File: config.mk
export PLATFORM = sky130hd
export DESIGN_NAME = infix_to_postfix_converter
export DESIGN_NICKNAME = d
export VERILOG_FILES = /design/src/rtl/i2p_pkg.sv /design/src/rtl/infix_to_postfix_converter.sv /design/src/rtl/i2p_dp.sv /design/src/rtl/i2p_ctrl.sv
export SDC_FILE = /design/constraint.sdc
export NUM_CORES = 1
export LEC_CHECK = 0
export BUFFER_PORTS_ARGS = -buffer_cell sky130_fd_sc_hd__buf_2
export CAP_MARGIN = 25
export CORE_MARGIN = 2
export CORE_UTILIZATION = 40
export DETAILED_ROUTE_END_ITERATION = 8
export REMOVE_ABC_BUFFERS = 1
export SLEW_MARGIN = 40
export SYNTH_ARGS = -nofsm -noshare
export SYNTH_HDL_FRONTEND = slang
export SYNTH_SLANG_ARGS = --single-unit
File: constraint.sdc
create_clock -name clk -period 5.6 [get_ports clk]
set_clock_uncertainty 0.2 [all_clocks]
set_input_delay 0.56 -clock clk [delete_from_list [all_inputs] [get_ports clk]]
set_output_delay 0.56 -clock clk [all_outputs]
set_load 0.02 [all_outputs]
File: src/rtl/i2p_pkg.sv
package i2p_pkg;

	// Result kinds carried on the master tuser
	typedef enum logic [1:0] {
		KIND_SYM = 2'd0,
		KIND_END = 2'd1,
		KIND_ERR = 2'd2
	} kind_t;

	// Character classes of the held input character
	typedef enum logic [2:0] {
		CLS_OTHER  = 3'd0,
		CLS_ALNUM  = 3'd1,
		CLS_LPAREN = 3'd2,
		CLS_RPAREN = 3'd3,
		CLS_OP     = 3'd4
	} chr_class_t;

	// Source of an emitted record
	typedef enum logic [1:0] {
		SEL_CHAR = 2'd0,
		SEL_TOP  = 2'd1,
		SEL_END  = 2'd2,
		SEL_ERR  = 2'd3
	} emit_sel_t;

	localparam logic [7:0] CH_PLUS   = 8'h2B;
	localparam logic [7:0] CH_MINUS  = 8'h2D;
	localparam logic [7:0] CH_STAR   = 8'h2A;
	localparam logic [7:0] CH_SLASH  = 8'h2F;
	localparam logic [7:0] CH_CARET  = 8'h5E;
	localparam logic [7:0] CH_LPAREN = 8'h28;
	localparam logic [7:0] CH_RPAREN = 8'h29;

	// Commands from controller to datapath
	typedef struct packed {
		logic      load;
		logic      push;
		logic      pop;
		logic      emit;
		emit_sel_t sel;
		logic      set_fail;
		logic      clear;
		logic      finish;
	} cmd_t;

	// Status from datapath to controller
	typedef struct packed {
		chr_class_t cls;
		logic       last;
		logic       failed;
		logic       empty;
		logic       full;
		logic       top_lparen;
		logic       pop_ok;
		logic       emit_ok;
	} status_t;

	// Operator precedence; zero for anything that is not an operator
	function automatic logic [1:0] prec_of(input logic [7:0] c);
		logic [1:0] p;
		p = 2'd0;
		if (c == CH_PLUS || c == CH_MINUS) p = 2'd1;
		else if (c == CH_STAR || c == CH_SLASH) p = 2'd2;
		else if (c == CH_CARET) p = 2'd3;
		return p;
	endfunction

	function automatic chr_class_t class_of(input logic [7:0] c);
		chr_class_t k;
		k = CLS_OTHER;
		if ((c >= 8'h30 && c <= 8'h39) || (c >= 8'h41 && c <= 8'h5A) ||
		    (c >= 8'h61 && c <= 8'h7A)) k = CLS_ALNUM;
		else if (c == CH_LPAREN) k = CLS_LPAREN;
		else if (c == CH_RPAREN) k = CLS_RPAREN;
		else if (prec_of(c) != 2'd0) k = CLS_OP;
		return k;
	endfunction

endpackage

File: src/rtl/infix_to_postfix_converter.sv
// Channel  Dir  Fields
// s_*      in   tdata[7:0] char_in, tlast is_final
// m_*      out  tdata[7:0] char_out, tuser[1:0] kind, tlast run_end
//
// An item passes the states accept, decode, end-of-expression check and close,
// and stays in decode or check while it pops operators to the output; after
// each pop the new top comes from the registered stack read.
// Reset (arst_n low) empties the stack and clears the error flag.
// A stalled m_tready holds the controller at the next record it must send.
// s_tready is high only while no item is in work.
module infix_to_postfix_converter #(
	parameter int STACK_DEPTH = 32
) (
	input  logic       clk,
	input  logic       arst_n,
	input  logic       s_tvalid,
	output logic       s_tready,
	input  logic [7:0] s_tdata,  // [7:0] char_in
	input  logic       s_tlast,
	output logic       m_tvalid,
	input  logic       m_tready,
	output logic [7:0] m_tdata,  // [7:0] char_out
	output logic [1:0] m_tuser,  // [1:0] kind
	output logic       m_tlast
);

	i2p_pkg::cmd_t    cmd;
	i2p_pkg::status_t sts;

	i2p_ctrl u_ctrl (
		.clk      (clk),
		.arst_n   (arst_n),
		.s_tvalid (s_tvalid),
		.s_tready (s_tready),
		.sts      (sts),
		.cmd      (cmd)
	);

	i2p_dp #(
		.STACK_DEPTH (STACK_DEPTH)
	) u_dp (
		.clk      (clk),
		.arst_n   (arst_n),
		.cmd      (cmd),
		.sts      (sts),
		.char_in  (s_tdata),
		.is_final (s_tlast),
		.m_tvalid (m_tvalid),
		.m_tready (m_tready),
		.m_tdata  (m_tdata),
		.m_tuser  (m_tuser),
		.m_tlast  (m_tlast)
	);

endmodule

File: src/rtl/i2p_dp.sv
module i2p_dp #(
	parameter int STACK_DEPTH = 32
) (
	input  logic              clk,
	input  logic              arst_n,
	input  i2p_pkg::cmd_t     cmd,
	output i2p_pkg::status_t  sts,
	input  logic [7:0]        char_in,
	input  logic              is_final,
	output logic              m_tvalid,
	input  logic              m_tready,
	output logic [7:0]        m_tdata,
	output logic [1:0]        m_tuser,
	output logic              m_tlast
);

	localparam int CW = $clog2(STACK_DEPTH + 1);
	localparam int AW = $clog2(STACK_DEPTH);

	logic [7:0]    char_q;
	logic          last_q;
	logic          fail_q;
	logic [CW-1:0] count_q;
	logic [CW-1:0] count_d;
	logic [CW-1:0] count_m1;
	logic [7:0]    top_q;
	logic [7:0]    stack_mem [STACK_DEPTH];

	logic          hold_valid_q;
	logic [7:0]    hold_char_q;
	logic [1:0]    hold_kind_q;
	logic          out_valid_q;
	logic [7:0]    out_char_q;
	logic [1:0]    out_kind_q;
	logic          out_last_q;

	logic          out_free;
	logic [7:0]    new_char;
	logic [1:0]    new_kind;

	// Held input transaction
	always_ff @(posedge clk) begin
		if (cmd.load) begin
			char_q <= char_in;
			last_q <= is_final;
		end
	end

	// Stack depth and error flag
	always_comb begin
		count_d = count_q;
		if (cmd.clear) count_d = '0;
		else if (cmd.push) count_d = count_q + CW'(1);
		else if (cmd.pop) count_d = count_q - CW'(1);
	end
	assign count_m1 = count_d - CW'(1);

	always_ff @(posedge clk or negedge arst_n) begin
		if (!arst_n) begin
			count_q <= '0;
			fail_q  <= 1'b0;
		end else begin
			count_q <= count_d;
			if (cmd.clear) fail_q <= 1'b0;
			else if (cmd.set_fail) fail_q <= 1'b1;
		end
	end

	// Stack memory; the read port follows the next top so top_q is always current
	always_ff @(posedge clk) begin
		if (cmd.push) stack_mem[count_q[AW-1:0]] <= char_q;
	end

	always_ff @(posedge clk) begin
		if (cmd.push) top_q <= char_q;
		else top_q <= stack_mem[count_m1[AW-1:0]];
	end

	// Status toward the controller
	assign out_free = !out_valid_q || m_tready;
	always_comb begin
		sts.cls        = i2p_pkg::class_of(char_q);
		sts.last       = last_q;
		sts.failed     = fail_q;
		sts.empty      = (count_q == '0);
		sts.full       = (count_q == CW'(STACK_DEPTH));
		sts.top_lparen = (top_q == i2p_pkg::CH_LPAREN);
		sts.pop_ok     = (i2p_pkg::prec_of(top_q) != 2'd0) &&
		                 (i2p_pkg::prec_of(top_q) >= i2p_pkg::prec_of(char_q));
		sts.emit_ok    = !hold_valid_q || out_free;
	end

	// Record selection
	always_comb begin
		unique case (cmd.sel)
			i2p_pkg::SEL_CHAR: begin
				new_char = char_q;
				new_kind = i2p_pkg::KIND_SYM;
			end
			i2p_pkg::SEL_TOP: begin
				new_char = top_q;
				new_kind = i2p_pkg::KIND_SYM;
			end
			i2p_pkg::SEL_END: begin
				new_char = 8'd0;
				new_kind = i2p_pkg::KIND_END;
			end
			default: begin
				new_char = 8'd0;
				new_kind = i2p_pkg::KIND_ERR;
			end
		endcase
	end

	// One record waits in the hold slot until it is known whether it ends the run
	always_ff @(posedge clk or negedge arst_n) begin
		if (!arst_n) begin
			hold_valid_q <= 1'b0;
			out_valid_q  <= 1'b0;
		end else begin
			if (cmd.emit) hold_valid_q <= 1'b1;
			else if (cmd.finish) hold_valid_q <= 1'b0;
			if ((cmd.emit || cmd.finish) && hold_valid_q) out_valid_q <= 1'b1;
			else if (m_tready) out_valid_q <= 1'b0;
		end
	end

	always_ff @(posedge clk) begin
		if (cmd.emit) begin
			hold_char_q <= new_char;
			hold_kind_q <= new_kind;
		end
		if ((cmd.emit || cmd.finish) && hold_valid_q) begin
			out_char_q <= hold_char_q;
			out_kind_q <= hold_kind_q;
			out_last_q <= cmd.finish;
		end
	end

	assign m_tvalid = out_valid_q;
	assign m_tdata  = out_char_q;
	assign m_tuser  = out_kind_q;
	assign m_tlast  = out_last_q;

	// Checks
	a_count_range: assert property (@(posedge clk) disable iff (!arst_n)
		count_q <= CW'(STACK_DEPTH))
		else $error("stack count above depth");
	a_no_push_full: assert property (@(posedge clk) disable iff (!arst_n)
		cmd.push |-> count_q != CW'(STACK_DEPTH))
		else $error("push onto full stack");
	a_no_pop_empty: assert property (@(posedge clk) disable iff (!arst_n)
		cmd.pop |-> count_q != '0)
		else $error("pop from empty stack");
	a_no_overwrite: assert property (@(posedge clk) disable iff (!arst_n)
		(cmd.emit || cmd.finish) && hold_valid_q |-> out_free)
		else $error("output register overwritten while stalled");

endmodule

File: src/rtl/i2p_ctrl.sv
module i2p_ctrl (
	input  logic             clk,
	input  logic             arst_n,
	input  logic             s_tvalid,
	output logic             s_tready,
	input  i2p_pkg::status_t sts,
	output i2p_pkg::cmd_t    cmd
);

	typedef enum logic [3:0] {
		ST_IDLE   = 4'b0001,
		ST_HANDLE = 4'b0010,
		ST_FLUSH  = 4'b0100,
		ST_DONE   = 4'b1000
	} state_t;

	state_t state_q;
	state_t state_d;

	always_ff @(posedge clk or negedge arst_n) begin
		if (!arst_n) state_q <= ST_IDLE;
		else state_q <= state_d;
	end

	assign s_tready = (state_q == ST_IDLE);

	// Next state and datapath commands
	always_comb begin
		state_d      = state_q;
		cmd          = '0;
		cmd.sel      = i2p_pkg::SEL_CHAR;
		unique case (state_q)
			ST_IDLE: begin
				if (s_tvalid) begin
					cmd.load = 1'b1;
					state_d  = ST_HANDLE;
				end
			end
			ST_HANDLE: begin
				if (sts.failed) begin
					state_d = ST_FLUSH;
				end else begin
					unique case (sts.cls)
						i2p_pkg::CLS_ALNUM: begin
							if (sts.emit_ok) begin
								cmd.emit = 1'b1;
								state_d  = ST_FLUSH;
							end
						end
						i2p_pkg::CLS_LPAREN: begin
							if (!sts.full) begin
								cmd.push = 1'b1;
								state_d  = ST_FLUSH;
							end else if (sts.emit_ok) begin
								cmd.emit     = 1'b1;
								cmd.sel      = i2p_pkg::SEL_ERR;
								cmd.set_fail = 1'b1;
								state_d      = ST_FLUSH;
							end
						end
						i2p_pkg::CLS_RPAREN: begin
							if (sts.empty) begin
								if (sts.emit_ok) begin
									cmd.emit     = 1'b1;
									cmd.sel      = i2p_pkg::SEL_ERR;
									cmd.set_fail = 1'b1;
									state_d      = ST_FLUSH;
								end
							end else if (sts.top_lparen) begin
								cmd.pop = 1'b1;
								state_d = ST_FLUSH;
							end else if (sts.emit_ok) begin
								cmd.pop  = 1'b1;
								cmd.emit = 1'b1;
								cmd.sel  = i2p_pkg::SEL_TOP;
							end
						end
						i2p_pkg::CLS_OP: begin
							if (!sts.empty && sts.pop_ok) begin
								if (sts.emit_ok) begin
									cmd.pop  = 1'b1;
									cmd.emit = 1'b1;
									cmd.sel  = i2p_pkg::SEL_TOP;
								end
							end else if (!sts.full) begin
								cmd.push = 1'b1;
								state_d  = ST_FLUSH;
							end else if (sts.emit_ok) begin
								cmd.emit     = 1'b1;
								cmd.sel      = i2p_pkg::SEL_ERR;
								cmd.set_fail = 1'b1;
								state_d      = ST_FLUSH;
							end
						end
						default: state_d = ST_FLUSH;
					endcase
				end
			end
			ST_FLUSH: begin
				// Empty the stack on the last character of an expression
				priority if (!sts.last) begin
					state_d = ST_DONE;
				end else if (sts.failed) begin
					cmd.clear = 1'b1;
					state_d   = ST_DONE;
				end else if (sts.empty) begin
					if (sts.emit_ok) begin
						cmd.emit  = 1'b1;
						cmd.sel   = i2p_pkg::SEL_END;
						cmd.clear = 1'b1;
						state_d   = ST_DONE;
					end
				end else if (sts.top_lparen) begin
					if (sts.emit_ok) begin
						cmd.emit  = 1'b1;
						cmd.sel   = i2p_pkg::SEL_ERR;
						cmd.clear = 1'b1;
						state_d   = ST_DONE;
					end
				end else if (sts.emit_ok) begin
					cmd.pop  = 1'b1;
					cmd.emit = 1'b1;
					cmd.sel  = i2p_pkg::SEL_TOP;
				end
			end
			ST_DONE: begin
				// Release the held record marked as the end of the run
				if (sts.emit_ok) begin
					cmd.finish = 1'b1;
					state_d    = ST_IDLE;
				end
			end
			default: state_d = ST_IDLE;
		endcase
	end

	// Checks
	a_load_idle: assert property (@(posedge clk) disable iff (!arst_n)
		cmd.load |-> state_q == ST_IDLE)
		else $error("transaction loaded outside idle");
	a_push_pop: assert property (@(posedge clk) disable iff (!arst_n)
		!(cmd.push && cmd.pop))
		else $error("push and pop in one cycle");
	a_done_idle: assert property (@(posedge clk) disable iff (!arst_n)
		state_q == ST_DONE && sts.emit_ok |=> state_q == ST_IDLE)
		else $error("run not closed");

endmodule

Word-level counts from Yosys, hierarchy flattened
Memories as Yosys holds them, arrays and structs flattened. A register that Yosys moved wholly into a read port is not among the register bits.
Index checks and enable logic that the tools add are counted.

storage, ports and cells
  register bits after elaboration = 43
  memory bits (writable) = 256
  input bits = 13
  output and inout bits = 13
  logic and storage cells = 158
  memories kept = 1

operators by class
  $add $sub $neg = 3
  $lt $le $gt $ge = 7
  eq/ne operators = 29
  muxes and demuxes = 79
  reductions and logical operators = 27

memories
  name            depth  width  read ports  clocked after Yosys merged registers in  wr ports  RTL line      text
  u_dp.stack_mem  32     8      1           1                                        1         i2p_dp.sv:27  logic [7:0] stack_mem [STACK_DEPTH];

operator list
  cell                                                             count
  equality test 8 x 6 -> 1 bit (second input constant)             11
  two-way mux 4 bit                                                18
  two-way mux 3 bit                                                11
  one-hot mux 4 bit (4 select lines)                               2
  two-way mux 1 bit                                                28
  two-way mux 6 bit                                                4
  two-way mux 2 bit                                                9
  equality test 8 x 7 -> 1 bit (second input constant)             2
  >= comparator 8 x 7 -> 1 bit (second input constant)             2
  less-or-equal comparator 8 x 7 -> 1 bit (second input constant)  2
  one-hot mux 8 bit (2 select lines)                               1
  nonzero test 2 bit                                               5
  logical OR 1 bit                                                 9
  one-hot mux 3 bit (3 select lines)                               1
  >= comparator 8 x 6 -> 1 bit (second input constant)             1
  less-or-equal comparator 8 x 6 -> 1 bit (second input constant)  1
  one-hot mux 4 bit (2 select lines)                               1
  adder 6 x 1 -> 6 bit (second input constant)                     1
  equality test 3 x 2 -> 1 bit (second input constant)             2
  equality test 6 bit (second input constant)                      1
  logical AND 1 bit                                                6
  zero test 6 bit                                                  1
  subtractor 6 x 1 -> 6 bit (second input constant)                1
  != test 5 x 3 -> 1 bit (second input constant)                   1
  other kinds (20)                                                 24

Depth between registers and ports, before layout
  depth after elaboration = 20
  gate-level depth with buffers = 22
  depth with buffers taken out = 19

By module
From an unflattened synthesis, not the netlist that was laid out.

second synthesis, totals
  cell total of the unflattened synthesis = 755
  area, all modules = 12974.9 sq um

modules (own cells, without submodules)
  module    instances  cells an instance  area each (sq um)
  i2p_dp    1          669                12344.3
  i2p_ctrl  1          86                 630.6

Worst setup path before layout
OpenSTA, ideal clock, no wires.

  path kind = flip-flop to flip-flop
  start = register with a tool-made name
  end = memory u_dp.stack_mem[16][0] (enable)
  setup time = 419 ps
  arrival = 4869 ps
  data required time = 4981 ps
  slack = 111 ps
  stages on the path, launching flop included = 16
  path buffers = 3
  clock period less this slack = 5489 ps
  path through = dfxtp_1 > buf_2 > clkbuf_1 > buf_2 > mux4_2 > mux4_2 > mux2i_4 > and4bb_1 > nand4_1 > o31a_1 > ha_1 > nand2b_1 > a21oi_1 > nor2_1 > a21boi_2 > a2111oi_0

RTL lines
  element    RTL line
  to (decl)  i2p_dp.sv:27

==> impl_results.md <==
- Run status: complete, no violations
- Reg2Reg Depth: 20
- GP Congestion: between 0.8 and 0.9
- Post-Syn Area per Cell: 19.1 µm²
- Longest Clk Path Bufs: 3
- CP top delay family: multiplexers
- Synth Warn #: 0
- Nets: 773
- Via density: 5.43
- Synth async-reset ratio: 4.28%
- Critical Path End Type: register
- N_diodes: 0
- Most frequent cells in the layout: edfxtp_1, mux4_2, nor2_1
- Hold Slack: 0.0490 ns
- Wirelength per Cell: 22.2 µm
- Hold Crit Start: m_tready
- GRT Total Usage: about 16%
- Reg2reg setup slack: 0.37 ns
- Hold path depth: 2
- Number of synthesized flops with an enable pin: between 200 and 300
- PwrDens: 446 mW/mm²
- Critical Path AT: ~5.5 ns
- Placed inst area: 0.0134 mm²
- Most common cell after layout, fill and taps aside: edfxtp_1
- Worst Tran Pin Value: 0.765 ns
- Gate Count Post-Synth: 655
- Setup bufs post-CTS: 0
- Vias in the first global route: 6654
- Slowest-stage cell, CP: mux4_2
- Row count: 64
- CP Cell Sequence: buf_12, mux4_2, mux4_2, mux2_2, nor3b_2, nand2_1, o31a_1, ha_1, nand2b_1, a21oi_1, nor2_1, a21boi_2, a21oi_4, nor2_1, xnor2_1, nor2b_1, inv_2, ha_1, nand3b_1, xnor2_1
- Share of the clock period used by the worst path: 93.3%
- Part of the Yosys area used for sequential elements: 72.1%
- WP data required: 5.88 ns
- PortBufs: 25
- Fin cells: 1172
- Leak Pwr: between 4 and 5 nW
- Slew Viols, Final: 0
- Depth of the CTS H-tree: 1
- Pin count of the biggest net entering global routing: 39
- I/O Pins: 26
- VDD IR max: between 0.2 and 0.3 mV
- Initial Util: 40.8%
- Hold Crit Class: in -> reg
- Remaining DRCs: 0
- Iter 0 DRT Violations: 572
- Synthesized cell area: 0.0125 mm²
- Worst path bufs/invs: 2
- Max-cap violations: 0
- Synth Flop Type: edfxtp_1
- Inst Count DP: ~1100
- Final min period: between 5 and 6 ns
- Root buf cell: clkbuf_16
- Final hold vios: 0
- TritonCTS clock tree: yes
- Detailed-router iteration count before antenna repair: 5
- CTS Sinks: 304
- Setup TNS: 0 ns
- CORE AREA: 0.0307 mm²
- Total CTS buffers: 31
- Total gr overflow: 0
- RSZ-0062 raised after global routing: false
- Max Fanout on Critical Path: 28
- Via count: approximately 6400
- Hold endpoint: u_dp.m_tvalid
- Die Wd: roughly 180 µm
- Synth cell types: between 60 and 70
- Design Area, Final: 0.0145 mm²
- Antenna-violating nets left: 0
- Crit path launch type: register
- Fillers: 2506
- DIE HEIGHT: ~180 µm
- WS Path Type: reg -> reg
- Fmax: 0.191 GHz
- # setup viols final: 0
- Layout cells sized above 1: 29.0%
- Slew HR: 49.0%
- Initial antenna violation count: 0
- Die ar.: 0.0327 mm²
- Clock transition at path regs: 0.06 ns
- Detailed placer's ending HPWL: 17200 µm
- First-pass GRT wire length: 40600 µm
- Critical path's largest stage delay: 0.57 ns
- Clock latency at the later pin of the worst-skew pair: between 0.5 and 0.6 ns
- Util after Layout: 47.4%
- DRT Wirelength: 26000 µm
- Synthesized flop and latch total: 304
- Layout area overhead: 16.3%
cells in the mapped netlist, drive strengths merged, types with 10 or more instances:
master    n  area (µm²)
a21oi    10        53.8
buf      14         108
clkbuf   12        45.0
dfrtp    12         300
edfxtp  286        8590
inv      16        60.1
mux2     11         128
mux2i    10         113
mux4     80        1800
nand2    20        75.1
nor2     61         229
o21ai    14        70.1
sequential cells by signal, indices dropped and copies added (netlist names), named ones only:
signal	flops
u_dp.m_tuser	2
u_dp.char_q	8
u_dp.hold_kind_q	2
u_dp.count_q	6
u_dp.hold_valid_q	1
u_dp.last_q	1
u_dp.hold_char_q	8
u_dp.stack_mem	256
u_dp.m_tdata	8
u_ctrl.state_q	4
u_dp.m_tvalid	1
u_dp.m_tlast	1
u_dp.fail_q	1
how the worst max path moves through the flow:
stage                   from                     to  slack [ns]  depth (start not counted)
CTS                 register  u_dp.stack_mem[30][2]        0.07                         16
global route        register               register       0.007                         20
global placement    register   u_dp.stack_mem[6][0]        0.23                         16
floorplan           register  u_dp.stack_mem[16][0]       -2.05                         12
finish              register               register        0.37                         20
detailed placement  register  u_dp.stack_mem[22][3]         0.1                         16
per-layer routing:
layer  vias to the layer above  global-route usage (%)  share of wire [%]
li1                       2836                       -                  -
met1                      3325                    22.5                 44
met2                       175                    27.1                 50
met3                        32                    2.72                5.2
met4                         0                    3.19                1.4
met5                         -                       0                  0
metrics by stage:
stage	power, mW	worst slack, ns
after global placement	4.55	0.226
after global routing	6.77	0.00748
after detailed placement	4.61	0.0962
after floorplan	4.04	-2.05
after CTS	6.54	0.0677
final	6.48	0.375
power by group:
part | switching (mW) | internal, mW | total [mW] | leakage (nW)
combinational | 0.923 | 0.823 | 1.75 | 1.56
sequential | 0.119 | 2.69 | 2.81 | 2.78
clock | 0.795 | 1.14 | 1.93 | 0.464
total | 1.84 | 4.65 | 6.48 | 4.80
timing repair:
action,in CTS,in global routing
gates resized for setup,0,2
setup endpoints to repair,0,179
hold endpoints to repair,23,0
hold buffers,11,0
worst reg2reg max path, stage by stage, from the launching register on:
cell and delay [ns]:
dfxtp_4 0.46, buf_12 0.27, mux4_2 0.61, mux4_2 0.50, mux2_2 0.31, nor3b_2 0.25
nand2_1 0.11, o31a_1 0.31, ha_1 0.27, nand2b_1 0.09, a21oi_1 0.07, nor2_1 0.10
a21boi_2 0.39, a21oi_4 0.15, nor2_1 0.24, xnor2_1 0.14, nor2b_1 0.20, inv_2 0.05
ha_1 0.22, nand3b_1 0.10, xnor2_1 0.12
kinds of logic (layout without fill, tap and decap cells):
| family | Yosys count | after routing | synth area share, % |
|---|---|---|---|
| xor gates and xnor gates | 10 | 10 | 0.700 |
| adders and majority gates | 7 | 7 | 0.700 |
| AOI/OAI and AO/OA | 55 | 55 | 3.09 |
| and+or+nand+nor | 136 | 136 | 5.42 |
| muxes | 101 | 101 | 16.3 |
| buffers and inverters | 42 | 163 | 1.70 |
| DFF | 304 | 304 | 72.1 |
cell type report:
cell class	instances	area [µm²]	area share (%)
Timing Repair Buffer	91	706	4.85
Tap cell	396	495	3.41
Inverter	16	60.1	0.413
Multi-Input combinational cell	309	3310	22.7
Clock inverter	10	101	0.697
Clock buffer	46	852	5.86
Sequential cell	304	9020	62.0
No activity file was read; power rests on OpenSTA's default activity.
